<file path="config.mk">
export PLATFORM = sky130hd
export DESIGN_NAME = md5_hash_engine
export DESIGN_NICKNAME = d
export VERILOG_FILES = /design/src/rtl/md5_pkg.sv /design/src/rtl/md5_round.sv /design/src/rtl/md5_msg_store.sv /design/src/rtl/md5_hash_engine.sv
export SDC_FILE = /design/constraint.sdc
export NUM_CORES = 2
export LEC_CHECK = 0
export ABC_AREA = 1
export BUFFER_PORTS_ARGS = -buffer_cell sky130_fd_sc_hd__buf_2
export CAP_MARGIN = 5
export CORE_ASPECT_RATIO = 1.25
export CORE_MARGIN = 5
export CORE_UTILIZATION = 37
export CTS_CLUSTER_SIZE = 16
export DETAILED_ROUTE_END_ITERATION = 8
export PLACE_DENSITY = 0.52
export SLEW_MARGIN = 30
export SYNTH_ARGS = -nofsm -noshare
export SYNTH_HDL_FRONTEND = slang
export SYNTH_SLANG_ARGS = --single-unit
</file>
<file path="constraint.sdc">
create_clock -name clock -period 11.42 [get_ports clock]
set_input_delay 2.284 -clock clock [delete_from_list [all_inputs] [get_ports clock]]
set_output_delay 2.284 -clock clock [all_outputs]
set_load 0.01 [all_outputs]
</file>
<file path="src/rtl/md5_pkg.sv">
// Shared types, constants and round tables for the MD5 hash engine.
// Used by md5_round, md5_msg_store and md5_hash_engine; no dependencies.

package md5_pkg;

   localparam int WordWidth = 32;
   localparam int StoreWords = 16;
   localparam int RoundCount = 64;

   localparam logic [31:0] INIT_A = 32'h67452301;
   localparam logic [31:0] INIT_B = 32'hefcdab89;
   localparam logic [31:0] INIT_C = 32'h98badcfe;
   localparam logic [31:0] INIT_D = 32'h10325476;

   localparam logic [7:0] PAD_MARK = 8'h80;
   localparam logic [5:0] LEN_OFFSET = 6'd56;
   localparam logic [5:0] LAST_OFFSET = 6'd63;
   localparam logic [5:0] LAST_ROUND = 6'd63;

   localparam logic [0:0] OP_BYTE = 1'b0;
   localparam logic [0:0] OP_FINISH = 1'b1;

   localparam logic [1:0] IDX_A = 2'd0;
   localparam logic [1:0] IDX_B = 2'd1;
   localparam logic [1:0] IDX_C = 2'd2;
   localparam logic [1:0] IDX_D = 2'd3;

   typedef struct packed {
      logic [31:0] a;
      logic [31:0] b;
      logic [31:0] c;
      logic [31:0] d;
   } md5_work_type;

   typedef struct packed {
      logic       en;
      logic [5:0] addr;
      logic [7:0] data;
   } md5_store_wr_type;

   localparam logic [31:0] ROUND_CONST [RoundCount] = '{
      32'hd76aa478, 32'he8c7b756, 32'h242070db, 32'hc1bdceee,
      32'hf57c0faf, 32'h4787c62a, 32'ha8304613, 32'hfd469501,
      32'h698098d8, 32'h8b44f7af, 32'hffff5bb1, 32'h895cd7be,
      32'h6b901122, 32'hfd987193, 32'ha679438e, 32'h49b40821,
      32'hf61e2562, 32'hc040b340, 32'h265e5a51, 32'he9b6c7aa,
      32'hd62f105d, 32'h02441453, 32'hd8a1e681, 32'he7d3fbc8,
      32'h21e1cde6, 32'hc33707d6, 32'hf4d50d87, 32'h455a14ed,
      32'ha9e3e905, 32'hfcefa3f8, 32'h676f02d9, 32'h8d2a4c8a,
      32'hfffa3942, 32'h8771f681, 32'h6d9d6122, 32'hfde5380c,
      32'ha4beea44, 32'h4bdecfa9, 32'hf6bb4b60, 32'hbebfbc70,
      32'h289b7ec6, 32'heaa127fa, 32'hd4ef3085, 32'h04881d05,
      32'hd9d4d039, 32'he6db99e5, 32'h1fa27cf8, 32'hc4ac5665,
      32'hf4292244, 32'h432aff97, 32'hab9423a7, 32'hfc93a039,
      32'h655b59c3, 32'h8f0ccc92, 32'hffeff47d, 32'h85845dd1,
      32'h6fa87e4f, 32'hfe2ce6e0, 32'ha3014314, 32'h4e0811a1,
      32'hf7537e82, 32'hbd3af235, 32'h2ad7d2bb, 32'heb86d391
   };

   localparam logic [4:0] ROT_AMOUNT [16] = '{
      5'd7, 5'd12, 5'd17, 5'd22, 5'd5, 5'd9, 5'd14, 5'd20,
      5'd4, 5'd11, 5'd16, 5'd23, 5'd6, 5'd10, 5'd15, 5'd21
   };

   // Message word used by a given round.
   function automatic logic [3:0] md5_msg_index(input logic [5:0] rnd);
      logic [7:0] n;
      logic [7:0] k;
      begin
         n = {4'b0000, rnd[3:0]};
         case (rnd[5:4])
            2'd0: k = n;
            2'd1: k = (n << 2) + n + 8'd1;
            2'd2: k = (n << 1) + n + 8'd5;
            default: k = (n << 3) - n;
         endcase
         return k[3:0];
      end
   endfunction

endpackage

</file>
<file path="src/rtl/md5_round.sv">
// One MD5 round step, shared by all 64 rounds of a block compression.
// Depends on md5_pkg for the work type and the round tables.

module md5_round
   import md5_pkg::*;
(
   input  md5_work_type work_cur,
   input  logic [5:0]   round_idx,
   input  logic [31:0]  msg_word,
   output md5_work_type work_nxt
);

   logic [31:0] mix;
   logic [31:0] sum;
   logic [63:0] rot_dbl;
   logic [4:0]  rot;

   always_comb begin
      case (round_idx[5:4])
         2'd0: mix = (work_cur.b & work_cur.c) | (~work_cur.b & work_cur.d);
         2'd1: mix = (work_cur.d & work_cur.b) | (~work_cur.d & work_cur.c);
         2'd2: mix = work_cur.b ^ work_cur.c ^ work_cur.d;
         default: mix = work_cur.c ^ (work_cur.b | ~work_cur.d);
      endcase
   end

   assign rot = ROT_AMOUNT[{round_idx[5:4], round_idx[1:0]}];
   assign sum = mix + work_cur.a + ROUND_CONST[round_idx] + msg_word;
   assign rot_dbl = {sum, sum} << rot;

   assign work_nxt.a = work_cur.d;
   assign work_nxt.d = work_cur.c;
   assign work_nxt.c = work_cur.b;
   assign work_nxt.b = work_cur.b + rot_dbl[63:32];

endmodule

</file>
<file path="src/rtl/md5_msg_store.sv">
// 64-byte message block store, written a byte at a time and read a word at a time.
// Depends on md5_pkg for the write struct and store sizes.

module md5_msg_store
   import md5_pkg::*;
(
   input  logic             clock,
   input  md5_store_wr_type wr,
   input  logic [3:0]       rd_addr,
   output logic [31:0]      rd_word
);

   logic [31:0] mem_ff [StoreWords];
   logic [31:0] rd_word_ff;

   always_ff @(posedge clock) begin
      if (wr.en) begin
         mem_ff[wr.addr[5:2]][{wr.addr[1:0], 3'b000} +: 8] <= wr.data;
      end
      rd_word_ff <= mem_ff[rd_addr];
   end

   assign rd_word = rd_word_ff;

endmodule

</file>
<file path="src/rtl/md5_hash_engine.sv">
// Top level of the MD5 hash engine: sequencer, chaining words and digest output.
// Depends on md5_pkg, md5_msg_store and md5_round.
//
//   channel   direction  tdata              tuser             tlast
//   req       in         data_byte[7:0]     op                -
//   rsp       out        digest_word[31:0]  word_index[1:0]   last_word
//
// A message byte is written into the store; when it completes a block, the engine then
// prefetches the first message word, runs the rounds through the round unit and folds into the chain.
// A finish word writes 9 to 72 padding bytes at one per cycle with one or two block
// compressions, then sends the four digest words, each held until it is taken.
// Reset is synchronous and restores the initial chaining words and a zero byte count.
// Output stalls hold the sequencer; no input word is taken until the digest has left.

module md5_hash_engine
   import md5_pkg::*;
(
   input  logic        clock,
   input  logic        reset,
   input  logic        req_tvalid,
   output logic        req_tready,
   input  logic [7:0]  req_tdata,   // data_byte[7:0]
   input  logic [0:0]  req_tuser,   // op
   output logic        rsp_tvalid,
   input  logic        rsp_tready,
   output logic [31:0] rsp_tdata,   // digest_word[31:0]
   output logic [1:0]  rsp_tuser,   // word_index[1:0]
   output logic        rsp_tlast
);

   typedef enum logic [2:0] {
      ST_IDLE,
      ST_PAD,
      ST_LOAD,
      ST_ROUND,
      ST_FOLD,
      ST_EMIT
   } state_type;

   state_type        state_ff, state_in;
   md5_work_type     chain_ff, chain_in;
   md5_work_type     work_ff, work_in;
   md5_work_type     work_rnd;
   logic [63:0]      count_ff, count_in;
   logic [63:0]      bits_ff, bits_in;
   logic [5:0]       round_ff, round_in;
   logic             finishing_ff, finishing_in;
   logic             pad_first_ff, pad_first_in;
   logic             len_zone_ff, len_zone_in;
   logic             len_done_ff, len_done_in;
   logic [1:0]       emit_idx_ff, emit_idx_in;
   logic             rsp_valid_ff, rsp_valid_in;
   logic [31:0]      rsp_data_ff, rsp_data_in;
   logic [1:0]       rsp_user_ff, rsp_user_in;
   logic             rsp_last_ff, rsp_last_in;
   md5_store_wr_type store_wr;
   logic [3:0]       store_rd_addr;
   logic [31:0]      store_rd_word;
   logic [5:0]       offset;
   logic [7:0]       pad_byte;
   logic [31:0]      emit_word;
   logic             req_fire;

   md5_msg_store u_store (
      .clock   (clock),
      .wr      (store_wr),
      .rd_addr (store_rd_addr),
      .rd_word (store_rd_word)
   );

   md5_round u_round (
      .work_cur  (work_ff),
      .round_idx (round_ff),
      .msg_word  (store_rd_word),
      .work_nxt  (work_rnd)
   );

   assign req_tready = (state_ff == ST_IDLE);
   assign req_fire = req_tvalid && req_tready;
   assign offset = count_ff[5:0];

   always_comb begin
      if (pad_first_ff) begin
         pad_byte = PAD_MARK;
      end else if (offset < LEN_OFFSET || !len_zone_ff) begin
         pad_byte = 8'h00;
      end else begin
         pad_byte = bits_ff[{offset[2:0], 3'b000} +: 8];
      end
   end

   always_comb begin
      case (emit_idx_ff)
         IDX_A: emit_word = chain_ff.a;
         IDX_B: emit_word = chain_ff.b;
         IDX_C: emit_word = chain_ff.c;
         default: emit_word = chain_ff.d;
      endcase
   end

   always_comb begin
      store_rd_addr = md5_msg_index(round_ff + 6'd1);
      if (state_ff == ST_LOAD) begin
         store_rd_addr = md5_msg_index(6'd0);
      end
   end

   always_comb begin
      state_in = state_ff;
      chain_in = chain_ff;
      work_in = work_ff;
      count_in = count_ff;
      bits_in = bits_ff;
      round_in = round_ff;
      finishing_in = finishing_ff;
      pad_first_in = pad_first_ff;
      len_zone_in = len_zone_ff;
      len_done_in = len_done_ff;
      emit_idx_in = emit_idx_ff;
      rsp_valid_in = rsp_valid_ff;
      rsp_data_in = rsp_data_ff;
      rsp_user_in = rsp_user_ff;
      rsp_last_in = rsp_last_ff;
      store_wr.en = 1'b0;
      store_wr.addr = offset;
      store_wr.data = pad_byte;

      unique case (state_ff)
         ST_IDLE: begin
            if (req_fire) begin
               if (req_tuser == OP_BYTE) begin
                  store_wr.en = 1'b1;
                  store_wr.data = req_tdata;
                  count_in = count_ff + 64'd1;
                  if (offset == LAST_OFFSET) begin
                     state_in = ST_LOAD;
                  end
               end else begin
                  bits_in = {count_ff[60:0], 3'b000};
                  finishing_in = 1'b1;
                  pad_first_in = 1'b1;
                  len_zone_in = (offset < LEN_OFFSET);
                  len_done_in = 1'b0;
                  state_in = ST_PAD;
               end
            end
         end
         ST_PAD: begin
            store_wr.en = 1'b1;
            count_in = count_ff + 64'd1;
            pad_first_in = 1'b0;
            if (offset == LAST_OFFSET) begin
               len_done_in = len_zone_ff;
               state_in = ST_LOAD;
            end
         end
         ST_LOAD: begin
            work_in = chain_ff;
            round_in = 6'd0;
            state_in = ST_ROUND;
         end
         ST_ROUND: begin
            work_in = work_rnd;
            round_in = round_ff + 6'd1;
            if (round_ff == LAST_ROUND) begin
               state_in = ST_FOLD;
            end
         end
         ST_FOLD: begin
            chain_in.a = chain_ff.a + work_ff.a;
            chain_in.b = chain_ff.b + work_ff.b;
            chain_in.c = chain_ff.c + work_ff.c;
            chain_in.d = chain_ff.d + work_ff.d;
            if (!finishing_ff) begin
               state_in = ST_IDLE;
            end else if (len_done_ff) begin
               emit_idx_in = IDX_A;
               state_in = ST_EMIT;
            end else begin
               len_zone_in = 1'b1;
               state_in = ST_PAD;
            end
         end
         ST_EMIT: begin
            if (!rsp_valid_ff) begin
               rsp_valid_in = 1'b1;
               rsp_data_in = emit_word;
               rsp_user_in = emit_idx_ff;
               rsp_last_in = (emit_idx_ff == IDX_D);
            end else if (rsp_tready) begin
               rsp_valid_in = 1'b0;
               if (emit_idx_ff == IDX_D) begin
                  chain_in.a = INIT_A;
                  chain_in.b = INIT_B;
                  chain_in.c = INIT_C;
                  chain_in.d = INIT_D;
                  count_in = 64'd0;
                  finishing_in = 1'b0;
                  len_done_in = 1'b0;
                  state_in = ST_IDLE;
               end else begin
                  emit_idx_in = emit_idx_ff + 2'd1;
               end
            end
         end
         default: begin
            state_in = ST_IDLE;
         end
      endcase
   end

   always_ff @(posedge clock) begin
      if (reset) begin
         state_ff <= ST_IDLE;
         chain_ff.a <= INIT_A;
         chain_ff.b <= INIT_B;
         chain_ff.c <= INIT_C;
         chain_ff.d <= INIT_D;
         count_ff <= 64'd0;
         round_ff <= 6'd0;
         finishing_ff <= 1'b0;
         pad_first_ff <= 1'b0;
         len_zone_ff <= 1'b0;
         len_done_ff <= 1'b0;
         emit_idx_ff <= IDX_A;
         rsp_valid_ff <= 1'b0;
      end else begin
         state_ff <= state_in;
         chain_ff <= chain_in;
         count_ff <= count_in;
         round_ff <= round_in;
         finishing_ff <= finishing_in;
         pad_first_ff <= pad_first_in;
         len_zone_ff <= len_zone_in;
         len_done_ff <= len_done_in;
         emit_idx_ff <= emit_idx_in;
         rsp_valid_ff <= rsp_valid_in;
      end
      work_ff <= work_in;
      bits_ff <= bits_in;
      rsp_data_ff <= rsp_data_in;
      rsp_user_ff <= rsp_user_in;
      rsp_last_ff <= rsp_last_in;
   end

   assign rsp_tvalid = rsp_valid_ff;
   assign rsp_tdata = rsp_data_ff;
   assign rsp_tuser = rsp_user_ff;
   assign rsp_tlast = rsp_last_ff;

   assert property (@(posedge clock) disable iff (reset)
      req_tready |-> !rsp_tvalid)
      else $error("input taken while a digest word is pending");

   assert property (@(posedge clock) disable iff (reset)
      rsp_tvalid && rsp_tlast |-> rsp_tuser == IDX_D)
      else $error("last digest word is not word D");

   assert property (@(posedge clock) disable iff (reset)
      req_tvalid && req_tready && req_tuser == OP_FINISH |=> !req_tready)
      else $error("finish word did not start padding");

   assert property (@(posedge clock) disable iff (reset)
      rsp_tvalid && rsp_tready && rsp_tlast |=> req_tready && count_ff == 64'd0)
      else $error("engine not back to its initial state after the digest");

endmodule

</file>
==> results.md <==
* Status: completed
* Seq cells post-synth at 973
* Core box area at 155,900 sq um
* Worst hold slack at approximately 430 ps
* Buf/Inv on CP at 3
* CTS buffer count at approximately 110
* Critical path's slowest cell: nor2_1
* CTS max path bufs at 3
* Routability-driven placement congestion ratio at between 0.9 and 1
* Post-synth top cells: nand2_1, nor2_1, edfxtp_1
* Die W at 363.9 um
* Initial Utilization at 37.17%
* CP max FO at 16
* Pleak at 24.29 nW
* Initial DRC count at 5,008
* Vias per cell at 5.652
* Initial antenna violation count at 5
* Slew Limit Headroom at 28.19%
* Mux contribution to synthesized area at 0.3455%
* Most frequent cell on the critical path: nand2_1
* Die Y at 452.4 um
* Final WL at 223,200 um
* CP peak stage delay at 770 ps
* CTS H-tree lvls at 3
* First drt pass iteration count at 9
* Crit Reg-Reg Endpoint: work_ff[89]
* Post-synth EDFFs at 736
* Synthesis Warnings at 0
* Hold Path Origin: count_ff[44]
* Filler instances at 15,680
* Vias in the first global route at 49,450
* Routed Antenna Nets at 0
* Clk root buf: clkbuf_16
* Share of async-settable or async-resettable flops after synthesis at 0%
* Cell taking the most area after synthesis: edfxtp_1
* CTS clk-pin slew, worst paths at 70 ps
* Largest net degree at the start of global routing at 87
* Synth top area cells: edfxtp_1, dfxtp_1, nand2_1
* Netlist Area Pre-Place at between 50,000 and 60,000 sq um
* Max cap viols at 0
* CTS tree: built
* Post-synth cell types at 67
* Power density cells at 116.2 nW/um^2
* Final cycle utilization of the critical path at 90.68%
* Clock Latency Late Sink at a little under 800 ps
* RSZ-0062 raised after global routing: false
* Adder-cell share of the synthesized area at slightly above 7%
* R2R Setup Slk at 1060 ps
* # Post-CTS Setup Buffers at 0
* Avg Synthesized Cell Area at 8.323 sq um
* Die ar. at 164,700 sq um
* Final count of negative-setup-slack endpoints at 0
* Setup CP Type: reg -> reg
* Count of final hold-check violations at 0
* CTS sink count at 973
* Synth Instances at 6,961
* Row cnt at 162
* Worst Hold Depth at 0
* Reg2Reg Depth at 38
* Vias at approximately 51,000
* Main synth FF type: edfxtp_1
* Hold-fix buffers at CTS at 0
* Critical Path AT at 10,860 ps
* IO Port Bufs at 49
* Compound-Gate Fraction of Synth Area at about 17%
* Post-DP HPWL at 162,000 um
* Crit path time final at 10,360 ps
* Crit path max-delay family: compound AO/OA/AOI/OAI gates
* Slew @ Worst Pin at 1077 ps
* Total Nets Final at roughly 7,000
* Count leader, synth: nand2_1
* Hold Crit Class: reg -> reg
* Hold endpoint: bits_ff[47]
* Global route overflow at 0
* Layout cells sized above 1 at 6.485%
* Area Overhead vs Synth at 10.48%
* Residual DRC count at 0
* Synth Area in Simple Gates at between 20% and 30%
* Setup TNS at 0 ps
* Worst r2r src: round_ff[0]
* Top Ports at 50
* CP Launch Type: register
* Synth Area in XOR/XNOR at less than 1%
* Seq/Total Area, Yosys at between 40% and 50%
* Net Count, Synth at between 7,000 and 8,000
* CP Capture Type: register
* First-pass GRT wire length at about 320,000 um
* PostCTS Resize Cnt at 0
* Largest family of logic cells by synthesized area: simple AND/OR/NAND/NOR gates
* Tot GR Track Use at 26.34%
* Wire per inst at 24.66 um
* Max Clk Rate at a little under 100 MHz
* Fin Clk Skew at just over 50 ps
* Maximum VDD drop at 0.1231 mV
* Yosys top cell area share at 38.15%
* Final slew viol count at 0
* Critical Path RT at around 12,000 ps
-- sequential cells by signal (all words and copies together), names as in the netlist --
name             count
emit_idx_ff          2
count_ff            61
finishing_ff         1
rsp_tvalid           1
u_store.rd_word     32
work_ff            128
len_zone_ff          1
bits_ff             61
rsp_tlast            1
len_done_ff          1
rsp_tuser            2
rsp_tdata           32
u_store.mem_ff     512
chain_ff           128
pad_first_ff         1
round_ff             6
state_ff             3
-- worst max path at each step --
stage | cells after the start | slack [ps] | to | startpoint
finish | 38 | 1060 | work_ff[89] | round_ff[0]
global route | 41 | 470 | work_ff[88] | round_ff[0]
CTS | 38 | 1130 | work_ff[89] | round_ff[0]
detailed placement | 38 | 1110 | work_ff[89] | round_ff[0]
global placement | 38 | 1350 | work_ff[89] | round_ff[0]
floorplan | 46 | 3450 | work_ff[89] | round_ff[0]
-- routing by layer --
layer	wire length [um]	global-route usage (%)	vias to the layer above
met5	14	0	-
met4	13050	13.56	2
met3	12560	3.427	530
met2	110300	46.33	1766
met1	87290	31.52	24770
li1	-	-	24100
-- power by group --
group | switching (mW) | internal [mW]
Clock | 1.56 | 1.95
Combinational | 0.118 | 0.0281
Sequential | 0.00452 | 3.78
-- layout by cell type (no fill, tap or decap), types with 72 or more instances in the layout --
master / synthesis / routed
a21oi_1: 531 / 531
buf_4: 9 / 81
clkbuf_16: 0 / 107
dfxtp_1: 237 / 236
edfxtp_1: 736 / 736
ha_1: 218 / 217
inv_1: 697 / 691
nand2_1: 1211 / 1209
nand3_1: 583 / 582
nor2_1: 748 / 727
nor3_1: 84 / 76
o211ai_1: 180 / 180
o21ai_0: 577 / 575
o21ai_1: 124 / 123
or2_1: 72 / 72
-- worst reg2reg max path: cells and delay by family, from the launching register on --
kind                       cells  cell delay (ps)
DFF                            1              670
and+or+nand+nor               21             3030
buffers and inverters          3              810
AOI/OAI and AO/OA              9             3090
adders and majority gates      5             2530
-- kinds of logic (layout without fill, tap and decap cells) --
| family | after synthesis | count (layout) |
|---|---|---|
| multiplexers | 20 | 20 |
| AND/OR/NAND/NOR | 2885 | 2885 |
| XOR/XNOR | 64 | 64 |
| adder cells (fa/ha/maj) | 286 | 286 |
| other | 0 | 1 |
| AO/OA/AOI/OAI | 1716 | 1716 |
| flip-flops | 973 | 973 |
| buffers and inverters | 1017 | 1057 |
-- final cells by class --
| type | instances | area, sq um | share of cell area, % |
|---|---|---|---|
| Antenna cell | 1 | 2.502 | 0.003909 |
| Clock buffer | 136 | 2856 | 4.462 |
| Clock inverter | 63 | 654.4 | 1.022 |
| Inverter | 721 | 2719 | 4.247 |
| Multi-Input combinational cell | 4971 | 27390 | 42.79 |
| Sequential cell | 973 | 26850 | 41.94 |
| Tap cell | 2050 | 2565 | 4.007 |
| Timing Repair Buffer | 137 | 975.9 | 1.525 |
-- per-stage QoR --
| step | worst slack (ps) | utilization, % | power (mW) | cell area [sq um] | cells |
|---|---|---|---|---|---|
| after floorplan | 3453 | - | 3.942 | 57940 | 6961 |
| after global placement | 1346 | 38.67 | 4.006 | 60280 | 8847 |
| after detailed placement | 1114 | 38.73 | 4.010 | 60370 | 8848 |
| after CTS | 1128 | 40.98 | 7.502 | 63880 | 9047 |
| after global routing | 470.2 | 41.07 | 7.659 | 64010 | 9051 |
| final | 1065 | 41.07 | 7.438 | 64010 | 9052 |
No activity file was read; power rests on OpenSTA's default activity.
